### config.mk
export PLATFORM = sky130hd
export DESIGN_NAME = csm_ctrl
export DESIGN_NICKNAME = d
export VERILOG_FILES = /design/src/sv/csm_pkg.sv /design/src/sv/csm_ctrl.sv
export VERILOG_INCLUDE_DIRS = /design/src /design/src/sv
export SDC_FILE = /design/constraint.sdc
export NUM_CORES = 1
export LEC_CHECK = 0
export BUFFER_PORTS_ARGS = -buffer_cell sky130_fd_sc_hd__buf_2
export CORE_AREA = 2 2 39 41
export CTS_CLUSTER_DIAMETER = 60
export DETAILED_ROUTE_END_ITERATION = 16
export DIE_AREA = 0 0 41 43
export HOLD_SLACK_MARGIN = 0.1
export PLACE_DENSITY = 0.52
export SLEW_MARGIN = 10
export SYNTH_ARGS = -nofsm -noshare
export SYNTH_HDL_FRONTEND = slang
export SYNTH_SLANG_ARGS = --single-unit
### constraint.sdc
create_clock -name clk -period 2.05 [get_ports clk]
set_input_delay 0.3075 -clock clk [delete_from_list [all_inputs] [get_ports clk]]
set_output_delay 0.3075 -clock clk [all_outputs]
set_load 0.01 [all_outputs]
### src/sv/assert_macros.svh
// Assertion macros shared by the sparse matrix-vector core.
// Self-contained; included by the files that carry concurrent checks.
`ifndef ASSERT_MACROS_SVH
`define ASSERT_MACROS_SVH

// Checked property, disabled while reset is held.
`define CSM_ASSERT(lbl, clk, rst, prop, msg) \
  lbl: assert property (@(posedge clk) disable iff (rst) prop) else $error(msg);

// Checked property, also evaluated during reset.
`define CSM_ASSERT_ALWAYS(lbl, clk, prop, msg) \
  lbl: assert property (@(posedge clk) prop) else $error(msg);

`endif

### src/sv/csm_pkg.sv
// Types and constants of the CSR sparse matrix-vector core.
// No dependencies; imported by every module of the core but csm_ram.
package csm_pkg;

  localparam int unsigned IndexW  = 12;
  localparam int unsigned DataW   = 32;
  localparam int unsigned AccW    = 64;
  localparam int unsigned RowsW   = 13;

  localparam logic [RowsW-1:0] ROWS_MAX = 13'd4096;

  // Action codes of an input item.
  localparam logic [1:0] ACT_LOAD    = 2'd0;
  localparam logic [1:0] ACT_NONZERO = 2'd1;
  localparam logic [1:0] ACT_EMPTY   = 2'd2;

  typedef struct packed {
    logic [1:0]              action;
    logic [IndexW-1:0]       index;
    logic signed [DataW-1:0] value;
    logic                    row_end;
  } in_item_t;

  typedef struct packed {
    logic [IndexW-1:0]       row_number;
    logic signed [DataW-1:0] row_sum;
    logic                    last_row;
    logic                    saturated;
  } out_item_t;

  // Commands from the controller to the datapath.
  typedef struct packed {
    logic capture;   // latch the accepted item
    logic vec_write; // write the vector store at the item's index
    logic vec_read;  // read the vector store at the item's column
    logic mul;       // register coefficient times vector entry
    logic acc;       // add the product into the row accumulator
    logic finish;    // round, load the output register, advance the row
  } csm_cmd_t;

  typedef enum logic [3:0] {
    S_IDLE  = 4'b0001,
    S_MUL   = 4'b0010,
    S_ACC   = 4'b0100,
    S_ROUND = 4'b1000
  } csm_state_t;

endpackage

### src/sv/csm_ctrl.sv
// Controller of the sparse matrix-vector core: item handshake, sequencing
// of read, multiply, accumulate and finish, and the output valid flag.
// Depends on csm_pkg and assert_macros.svh.
`include "assert_macros.svh"
module csm_ctrl (
  input  logic              clk,
  input  logic              rst,
  input  logic              in_valid,
  input  logic [1:0]        in_action,
  output logic              in_stall,
  input  logic              row_end_held,
  output csm_pkg::csm_cmd_t cmd,
  output logic              out_valid,
  input  logic              out_stall
);
  import csm_pkg::*;

  csm_state_t state;
  csm_state_t state_next;
  logic       accept;
  logic       out_free;

  assign in_stall = (state != S_IDLE);
  assign accept   = in_valid && !in_stall;
  assign out_free = !out_valid || !out_stall;

  always_comb begin
    cmd            = '0;
    state_next     = state;
    cmd.capture    = accept;
    cmd.vec_write  = accept && (in_action == ACT_LOAD);
    cmd.vec_read   = accept && (in_action == ACT_NONZERO);
    unique case (state)
      S_IDLE: begin
        if (accept && in_action == ACT_NONZERO) begin
          state_next = S_MUL;
        end else if (accept && in_action == ACT_EMPTY) begin
          state_next = S_ROUND;
        end
      end
      S_MUL: begin
        cmd.mul    = 1'b1;
        state_next = S_ACC;
      end
      S_ACC: begin
        cmd.acc    = 1'b1;
        state_next = row_end_held ? S_ROUND : S_IDLE;
      end
      S_ROUND: begin
        // Wait until the output register is free or is being emptied.
        if (out_free) begin
          cmd.finish = 1'b1;
          state_next = S_IDLE;
        end
      end
      default: begin
        state_next = S_IDLE;
      end
    endcase
  end

  always_ff @(posedge clk) begin
    if (rst) begin
      state     <= S_IDLE;
      out_valid <= 1'b0;
    end else begin
      state <= state_next;
      if (cmd.finish) begin
        out_valid <= 1'b1;
      end else if (!out_stall) begin
        out_valid <= 1'b0;
      end
    end
  end

  `CSM_ASSERT(a_finish_free, clk, rst, cmd.finish |-> out_free, "finish overwrote an item")
  `CSM_ASSERT(a_nonzero_mul, clk, rst, cmd.vec_read |=> cmd.mul, "nonzero skipped multiply")
  `CSM_ASSERT(a_valid_rise, clk, rst, $rose(out_valid) |-> $past(cmd.finish), "stray valid")
  `CSM_ASSERT_ALWAYS(a_reset_idle, clk, rst |=> (!out_valid && !in_stall), "not idle after reset")

endmodule
==> results.sh, run 1 <==
export IMPL_antenna_found_initial=0
export IMPL_first_pass_iters=2
export IMPL_cpPeakStageDelay_ns=0.41
export IMPL_synth_cell_area_um2=276.5
export IMPL_initial_core_util_pct=19.98
export IMPL_ys_ff_latch=5
export IMPL_syn_inst=28
export IMPL_place_hpwl_um=482
export IMPL_cpMaxStageDelayCell="nor4b_4"
export IMPL_gp_congestion=0.6632
export IMPL_seqCellArea_um2=100.1
export IMPL_critPathArrivalTime_ns=1.51
export IMPL_placementRows=14
export IMPL_wl_um=586
export IMPL_grt_max_degree=7
export IMPL_drv_cap=0
export IMPL_worstSetupPathType="reg -> out"
export IMPL_max_freq_mhz=550.6
export IMPL_hold_viol=0
export IMPL_grt_ovfl_total=0
export IMPL_postCtsHoldBufs=0
export IMPL_relSlewSlack_pct=65.22
export IMPL_tns_ns=0
export IMPL_die_width_um=41
export IMPL_drc=0
export IMPL_vias_per_cell=4.525
export IMPL_cts_tree="yes"
export IMPL_p_per_area_nw_per_um2=837.5
export IMPL_numClockSinks=5
export IMPL_required_ns=1.74
export IMPL_cts_setup_buffers=0
export IMPL_maxSlewViolCount=0
export IMPL_path_clk_slew_ns=0.04
export IMPL_end_kind="primary output"
export IMPL_clk_path_buf_depth=2
export IMPL_setup_violations=0
export IMPL_vias=276
export IMPL_fin_crit_ns=1.816
export IMPL_skew_ns=0.002034
export IMPL_path_buf_inv=1
export IMPL_wl_per_cell_um=9.607
export IMPL_grt_pass1_wl_um=876
export IMPL_fin_util_pct=27.85
export IMPL_die_area_um2=1763
export IMPL_fill_cells=162
export IMPL_ctsResizeCount=0
export IMPL_root_buffer="clkbuf_4"
export IMPL_ant_nets=0
export IMPL_insertion_delay_ns=0.24
export IMPL_diodes=0
export IMPL_drt_iter0_drc=1
export IMPL_path_cells="nor4b_4 > nand2_1 > nor3b_1 > buf_2"
export IMPL_grt_usage_pct=8.032
export IMPL_rsz0062_at_grt="no"
export IMPL_mostFrequentLayoutCell="buf_2"
export IMPL_max_slew_worst_pin_slew_ns=0.5145
export IMPL_final_cell_mix="14 x buf_2, 5 x dfxtp_1, 4 x nand2_1"
export IMPL_crit_family="simple AND/OR/NAND/NOR gates"
export IMPL_p_leak_nw=0.1876
export IMPL_syn2layout_area_growth_pct=39.37
export IMPL_cp_start_kind="flip-flop"
export IMPL_min_path_type="in -> reg"
export IMPL_synth_nets=35
export IMPL_peakVddDrop_uv=196.8
export IMPL_htreeDepth=1
export IMPL_ios=15
export IMPL_syn_avg_cell_area_um2=9.876
export IMPL_ys_seq_area_share_pct=36.20
export IMPL_ys_types=17
export IMPL_ys_warn_count=0
export IMPL_crit_fanout=6
export IMPL_drive_gt1_share_pct=44.44
export IMPL_numCtsBuffers=3
export IMPL_fin_nets=53
export IMPL_run_status="finished clean"
export IMPL_core_um2=1384
export IMPL_grt_pass1_vias=247
export IMPL_multi_input_area_um2=161.4
export IMPL_final_period_utilization_pct=88.60
export IMPL_portBuffers=14
export IMPL_die_h_um=43
-- cell usage after synthesis --
master / count / area [um2]
or4b_4: 1 / 13.76
nor4b_4: 1 / 23.77
nand3b_1: 1 / 7.510
buf_4: 1 / 7.510
dfxtp_1: 5 / 100.1
nand2_1: 4 / 15.01
inv_1: 2 / 7.510
a221o_1: 1 / 10.01
nor4b_1: 3 / 26.28
nor2b_1: 1 / 6.260
nor3b_1: 1 / 7.510
a221oi_1: 1 / 8.760
a2bb2oi_2: 1 / 15.01
xor2_1: 1 / 8.760
a21oi_1: 2 / 10.01
nor3_1: 1 / 5.000
nor2_1: 1 / 3.750
-- per-stage QoR --
| stage | hold slack, ns | std cells | worst slack [ns] | total power, mW | instance area, um2 |
|---|---|---|---|---|---|
| CTS | 0.2937 | 61 | 0.2069 | 0.3301 | 385.4 |
| detailed placement | 0.5183 | 57 | 0.4756 | 0.2155 | 359.1 |
| finish | 0.2972 | 61 | 0.2337 | 0.3227 | 385.4 |
| global placement | 0.5197 | 57 | 0.4852 | 0.2146 | 359.1 |
| global route | 0.3042 | 61 | 0.1192 | 0.3499 | 385.4 |
| floorplan | 0.3766 | 28 | 0.5312 | 0.1872 | 276.5 |
-- sequential cells by signal, indices dropped and copies added (netlist names) --
name	count
state	4
out_valid	1
-- kinds of logic (layout without fill, tap and decap cells) --
family	count (synthesis)	in the layout	synth area share [%]
buf+inv	3	20	5.432
flops	5	5	36.20
compound gates	5	5	15.84
simple gates	14	14	39.36
xor+xnor	1	1	3.168
-- per-layer routing --
layer / vias to the layer above / track usage (%) / share of wire (%)
met5: - / 0 / 0
met4: 0 / 10.00 / 4.3
met3: 4 / 3.141 / 9.6
met2: 16 / 10.63 / 43
met1: 115 / 8.039 / 42
li1: 141 / - / -
-- worst reg2reg max path: cells and delay by family, from the launching register on --
family / cells / cell delay (ns)
compound gates: 2 / 0.46
simple gates: 1 / 0.50
flops: 1 / 0.40
-- worst paths after layout --
check | from | to | slack, ns | cells after the start
max | state[1] | cmd[3] | 0.23 | 4
min | rst | out_valid | 0.30 | 2
max reg2reg | state[3] | state[0] | 0.59 | 3
min reg2reg | out_valid | out_valid | 0.51 | 2
-- area by class of cell --
cell class | instances | area share (%)
clock buffers | 4 | 6.818
flip-flops and latches | 5 | 25.97
well taps | 16 | 5.195
repair buffers | 14 | 18.18
inverters | 2 | 1.948
multi-input cells | 20 | 41.88
-- power breakdown --
part	switching [mW]	leakage, nW	total (mW)	internal (mW)
sequential	0.0113	0.0408	0.119	0.108
combinational	0.0459	0.132	0.0921	0.0462
clock	0.0378	0.0150	0.111	0.0734
Note: power is estimated with default switching activity, not from simulation.
==> run 2, diff against run 1 <==
--- a/config.mk
+++ b/config.mk
@@ -6,13 +6,15 @@
 export SDC_FILE = /design/constraint.sdc
 export NUM_CORES = 1
 export LEC_CHECK = 0
+export ABC_CLOCK_PERIOD_IN_PS = 2050
 export BUFFER_PORTS_ARGS = -buffer_cell sky130_fd_sc_hd__buf_2
-export CORE_AREA = 2 2 39 41
+export CELL_PAD_IN_SITES_DETAIL_PLACEMENT = 0
+export CELL_PAD_IN_SITES_GLOBAL_PLACEMENT = 2
+export CORE_UTILIZATION = 21
 export CTS_CLUSTER_DIAMETER = 60
 export DETAILED_ROUTE_END_ITERATION = 16
-export DIE_AREA = 0 0 41 43
 export HOLD_SLACK_MARGIN = 0.1
-export PLACE_DENSITY = 0.52
+export PLACE_DENSITY = 0.78
 export SLEW_MARGIN = 10
 export SYNTH_ARGS = -nofsm -noshare
 export SYNTH_HDL_FRONTEND = slang
==> results.sh, run 2 (synthesis results as in run 1) <==
export IMPL_run_status="finished clean"
export IMPL_wl_um=579
export IMPL_top_regs="state (4), out_valid (1)"
export IMPL_tns_ns=0
export IMPL_vias_per_cell=4.627
export IMPL_root_buffer="clkbuf_4"
export IMPL_final_period_utilization_pct=89.17
export IMPL_drt_iter0_drc=7
export IMPL_power_total_mw=0.3212
export IMPL_wl_per_cell_um=9.814
export IMPL_p_leak_nw=0.1876
export IMPL_drv_cap=0
export IMPL_cts_tree="yes"
export IMPL_postLayoutCellArea_um2=382.9
export IMPL_hold_path_depth=2
export IMPL_gp_congestion=0.7396
export IMPL_final_cell_mix="14 x buf_2, 5 x dfxtp_1, 4 x nand2_1"
export IMPL_grt_max_degree=7
export IMPL_syn2layout_area_growth_pct=38.46
export IMPL_ios=15
export IMPL_hold_viol=0
export IMPL_drive_gt1_share_pct=44.44
export IMPL_place_hpwl_um=497.3
export IMPL_die_h_um=38.29
export IMPL_grt_pass1_vias=249
export IMPL_min_path_type="in -> reg"
export IMPL_regToRegSetupSlack_ns=0.58
export IMPL_core_um2=1171
export IMPL_r2r_cells=3
export IMPL_setup_violations=0
export IMPL_rsz0062_at_grt="no"
export IMPL_insertion_delay_ns=0.24
export IMPL_timing_rr_start="state[3]"
export IMPL_maxSlewViolCount=0
export IMPL_max_freq_mhz=547.0
export IMPL_relSlewSlack_pct=66.63
export IMPL_max_slew_worst_pin_slew_ns=0.4935
export IMPL_largest_register="state"
export IMPL_placementRows=12
export IMPL_htreeDepth=1
export IMPL_fin_nets=53
export IMPL_grt_usage_pct=10.23
export IMPL_crit_fanout=6
export IMPL_die_area_um2=1466
export IMPL_first_pass_iters=2
export IMPL_ant_nets=0
export IMPL_min_from="rst"
export IMPL_cpPeakStageDelay_ns=0.41
export IMPL_hold_slack_ns=0.3069
export IMPL_p_per_area_nw_per_um2=838.8
export IMPL_path_clk_slew_ns=0.04
export IMPL_drc=0
export IMPL_worstSetupPathType="reg -> out"
export IMPL_skew_ns=0.0004109
export IMPL_fill_cells=133
export IMPL_required_ns=1.74
export IMPL_postCtsHoldBufs=0
export IMPL_fin_crit_ns=1.828
export IMPL_vias=273
export IMPL_critPathArrivalTime_ns=1.52
export IMPL_peakVddDrop_uv=239.5
export IMPL_mostFrequentLayoutCell="buf_2"
export IMPL_portBuffers=14
export IMPL_path_cells="nor4b_4 > nand2_1 > nor3b_1 > buf_2"
export IMPL_largest_register_ffs=4
export IMPL_grt_ovfl_total=0
export IMPL_end_kind="primary output"
export IMPL_post_dp_cell_area_um2=356.6
export IMPL_diodes=0
export IMPL_clk_path_buf_depth=2
export IMPL_reg2reg_to="state[0]"
export IMPL_grt_pass1_wl_um=993
export IMPL_numCtsBuffers=3
export IMPL_cts_setup_buffers=0
export IMPL_antenna_found_initial=0
export IMPL_cp_start_kind="flip-flop"
export IMPL_worstHoldEndpoint="state[2]"
export IMPL_numClockSinks=5
export IMPL_die_width_um=38.29
export IMPL_ctsResizeCount=0
export IMPL_initial_core_util_pct=23.61
export IMPL_cpMaxStageDelayCell="nor4b_4"
-- run 2: cell counts in the layout (fill, tap and decap cells not counted) --
Identical to the previous run, type by type.
-- run 2: cell type report --
type / instances / area, um2 / share of cell area (%)
multi-input cells: 20 / 161.4 / 42.16
flip-flops and latches: 5 / 100.1 / 26.14
repair buffers: 14 / 70.07 / 18.30
clock buffers: 4 / 26.28 / 6.863
well taps: 14 / 17.52 / 4.575
inverters: 2 / 7.507 / 1.961
-- run 2: worst max-delay path by stage --
stage,endpoint,cells past startpoint,from
6_report,cmd[3],4,state[1]
5_1_grt,cmd[3],4,state[1]
4_1_cts,cmd[3],4,state[1]
3_5_place_dp,cmd[3],4,state[1]
3_3_place_gp,cmd[3],4,state[1]
2_1_floorplan,state[0],3,state[2]
-- run 2: power by group --
group | total, mW | internal (mW) | switching, mW | leakage [nW]
clock network | 0.109 | 0.0733 | 0.0361 | 0.0150
registers | 0.120 | 0.108 | 0.0113 | 0.0408
logic | 0.0922 | 0.0462 | 0.0460 | 0.132
-- run 2: stage by stage --
step	util (%)	std cells	worst slack, ns
CTS	32.69	59	0.1773
global placement	30.45	55	0.4973
detailed placement	30.45	55	0.4443
global route	32.69	59	0.09496
floorplan	-	28	0.5312
finish	32.69	59	0.2219
-- run 2: metal layers --
layer,vias to the layer above,track usage (%),part of all wire [%]
li1,140,-,-
met1,120,11.39,43
met2,11,16.53,47
met3,2,2.326,6.9
met4,0,8.036,3.3
met5,-,0,0
-- run 2: critical path: cells and delay by family, from the launching register on --
family                 cells  cell delay [ns]
AND/OR/NAND/NOR            3             0.79
buffers and inverters      1             0.16
flip-flops                 1             0.34
==> run 3, diff against run 2 <==
--- a/config.mk
+++ b/config.mk
@@ -13,8 +13,10 @@
 export CORE_UTILIZATION = 21
 export CTS_CLUSTER_DIAMETER = 60
 export DETAILED_ROUTE_END_ITERATION = 16
+export GPL_TIMING_DRIVEN = 0
 export HOLD_SLACK_MARGIN = 0.1
 export PLACE_DENSITY = 0.78
+export REMOVE_ABC_BUFFERS = 1
 export SLEW_MARGIN = 10
 export SYNTH_ARGS = -nofsm -noshare
 export SYNTH_HDL_FRONTEND = slang
==> results.sh, run 3 (synthesis results as in run 1) <==
export IMPL_run_status="finished clean"
export IMPL_fill_cells=129
export IMPL_die_area_um2=1466
export IMPL_setup_violations=0
export IMPL_p_per_area_nw_per_um2=848.6
export IMPL_hold_viol=0
export IMPL_max_slew_worst_pin_slew_ns=0.5924
export IMPL_fin_nets=53
export IMPL_antenna_found_initial=0
export IMPL_vias_per_cell=4.797
export IMPL_cts_setup_buffers=0
export IMPL_ios=15
export IMPL_min_from="rst"
export IMPL_timing_rr_start="state[1]"
export IMPL_ctsResizeCount=0
export IMPL_grt_pass1_vias=255
export IMPL_die_h_um=38.29
export IMPL_worstHoldEndpoint="state[2]"
export IMPL_rsz0062_at_grt="no"
export IMPL_cts_tree="yes"
export IMPL_post_dp_cell_area_um2=356.6
export IMPL_critPathArrivalTime_ns=1.56
export IMPL_end_kind="primary output"
export IMPL_placementRows=12
export IMPL_drv_cap=0
export IMPL_fin_util_pct=32.69
export IMPL_hold_path_depth=2
export IMPL_crit_fanout=6
export IMPL_numClockSinks=5
export IMPL_drc=0
export IMPL_diodes=0
export IMPL_insertion_delay_ns=0.24
export IMPL_final_cell_mix="14 x buf_2, 5 x dfxtp_1, 4 x nand2_1"
export IMPL_r2r_cells=3
export IMPL_final_period_utilization_pct=91.10
export IMPL_clock_power_share_pct=34.2
export IMPL_gp_congestion=0.6708
export IMPL_drt_iter0_drc=0
export IMPL_reg2reg_to="state[0]"
export IMPL_tns_ns=0
export IMPL_skew_ns=0.002053
export IMPL_mostFrequentLayoutCell="buf_2"
export IMPL_portBuffers=14
export IMPL_p_int_mw=0.2277
export IMPL_vias=283
export IMPL_place_hpwl_um=542.5
export IMPL_path_clk_slew_ns=0.04
export IMPL_power_share_switching_pct=29.90
export IMPL_maxSlewViolCount=0
export IMPL_core_um2=1171
export IMPL_initial_core_util_pct=23.61
export IMPL_regToRegSetupSlack_ns=0.57
export IMPL_syn2layout_area_growth_pct=38.46
export IMPL_min_path_type="in -> reg"
export IMPL_instances_no_fill=59
export IMPL_cp_start_kind="flip-flop"
export IMPL_wl_um=646
export IMPL_wl_per_cell_um=10.95
export IMPL_grt_pass1_wl_um=1104
export IMPL_drive_gt1_share_pct=44.44
export IMPL_combPwrFrac_pct=28.8
export IMPL_ant_nets=0
export IMPL_hold_slack_ns=0.3078
export IMPL_numCtsBuffers=3
export IMPL_grt_max_degree=7
export IMPL_dp_cells=55
export IMPL_postCtsHoldBufs=0
export IMPL_largest_register="state"
export IMPL_worstSetupPathType="reg -> out"
export IMPL_root_buffer="clkbuf_4"
export IMPL_grt_ovfl_total=0
export IMPL_p_leak_nw=0.1876
export IMPL_pwr_share_seq_pct=37.0
export IMPL_grt_usage_pct=11.94
export IMPL_die_width_um=38.29
export IMPL_place_ws_ns=0.4325
export IMPL_relSlewSlack_pct=59.95
export IMPL_largest_register_ffs=4
export IMPL_first_pass_iters=1
export IMPL_max_freq_mhz=535.5
export IMPL_power_switching_mw=0.09716
export IMPL_peakVddDrop_uv=243.5
export IMPL_clk_path_buf_depth=2
export IMPL_setup_slack_ns=0.1825
export IMPL_required_ns=1.74
export IMPL_top_regs="state (4), out_valid (1)"
export IMPL_postLayoutCellArea_um2=382.9
export IMPL_power_total_mw=0.3249
export IMPL_htreeDepth=1
export IMPL_fin_crit_ns=1.868
## run 3: cell counts in the layout (fill, tap and decap cells not counted)
No cell type changed its count.
## run 3: metal layers
metal  share of wire (%)  vias up  global-route usage (%)
li1                    -      140                       -
met1                  41      134                   12.81
met2                  55        9                   18.64
met3                 4.0        0                   3.488
met4                   0        0                   10.71
met5                   0        -                       0
## run 3: worst max path at each step
stage / from / endpoint / cells past startpoint
2_1_floorplan: state[2] / state[0] / 3
3_3_place_gp: state[1] / cmd[3] / 4
3_5_place_dp: state[1] / cmd[3] / 4
4_1_cts: state[1] / cmd[3] / 4
5_1_grt: state[1] / cmd[3] / 4
6_report: state[1] / cmd[3] / 4
## run 3: area by class of cell
cell class	instances	area, um2	area share (%)
multi-input cells	20	161.4	42.16
flip-flops and latches	5	100.1	26.14
repair buffers	14	70.07	18.30
clock buffers	4	26.28	6.863
well taps	14	17.52	4.575
inverters	2	7.507	1.961
## run 3: critical path, stage by stage (launching register included)
cell,delay [ns]
dfxtp_1,0.35
nor4b_4,0.42
nand2_1,0.18
nor3b_1,0.21
buf_2,0.15
## run 3: power by group through the flow
stage | Sequential (mW) | Clock (mW) | Combinational [mW]
5_1_grt | 0.122 | 0.126 | 0.104
2_1_floorplan | 0.120 | 0 | 0.0615
3_5_place_dp | 0.122 | 0 | 0.0947
4_1_cts | 0.120 | 0.116 | 0.0949
6_report | 0.120 | 0.111 | 0.0935
3_3_place_gp | 0.121 | 0 | 0.0925
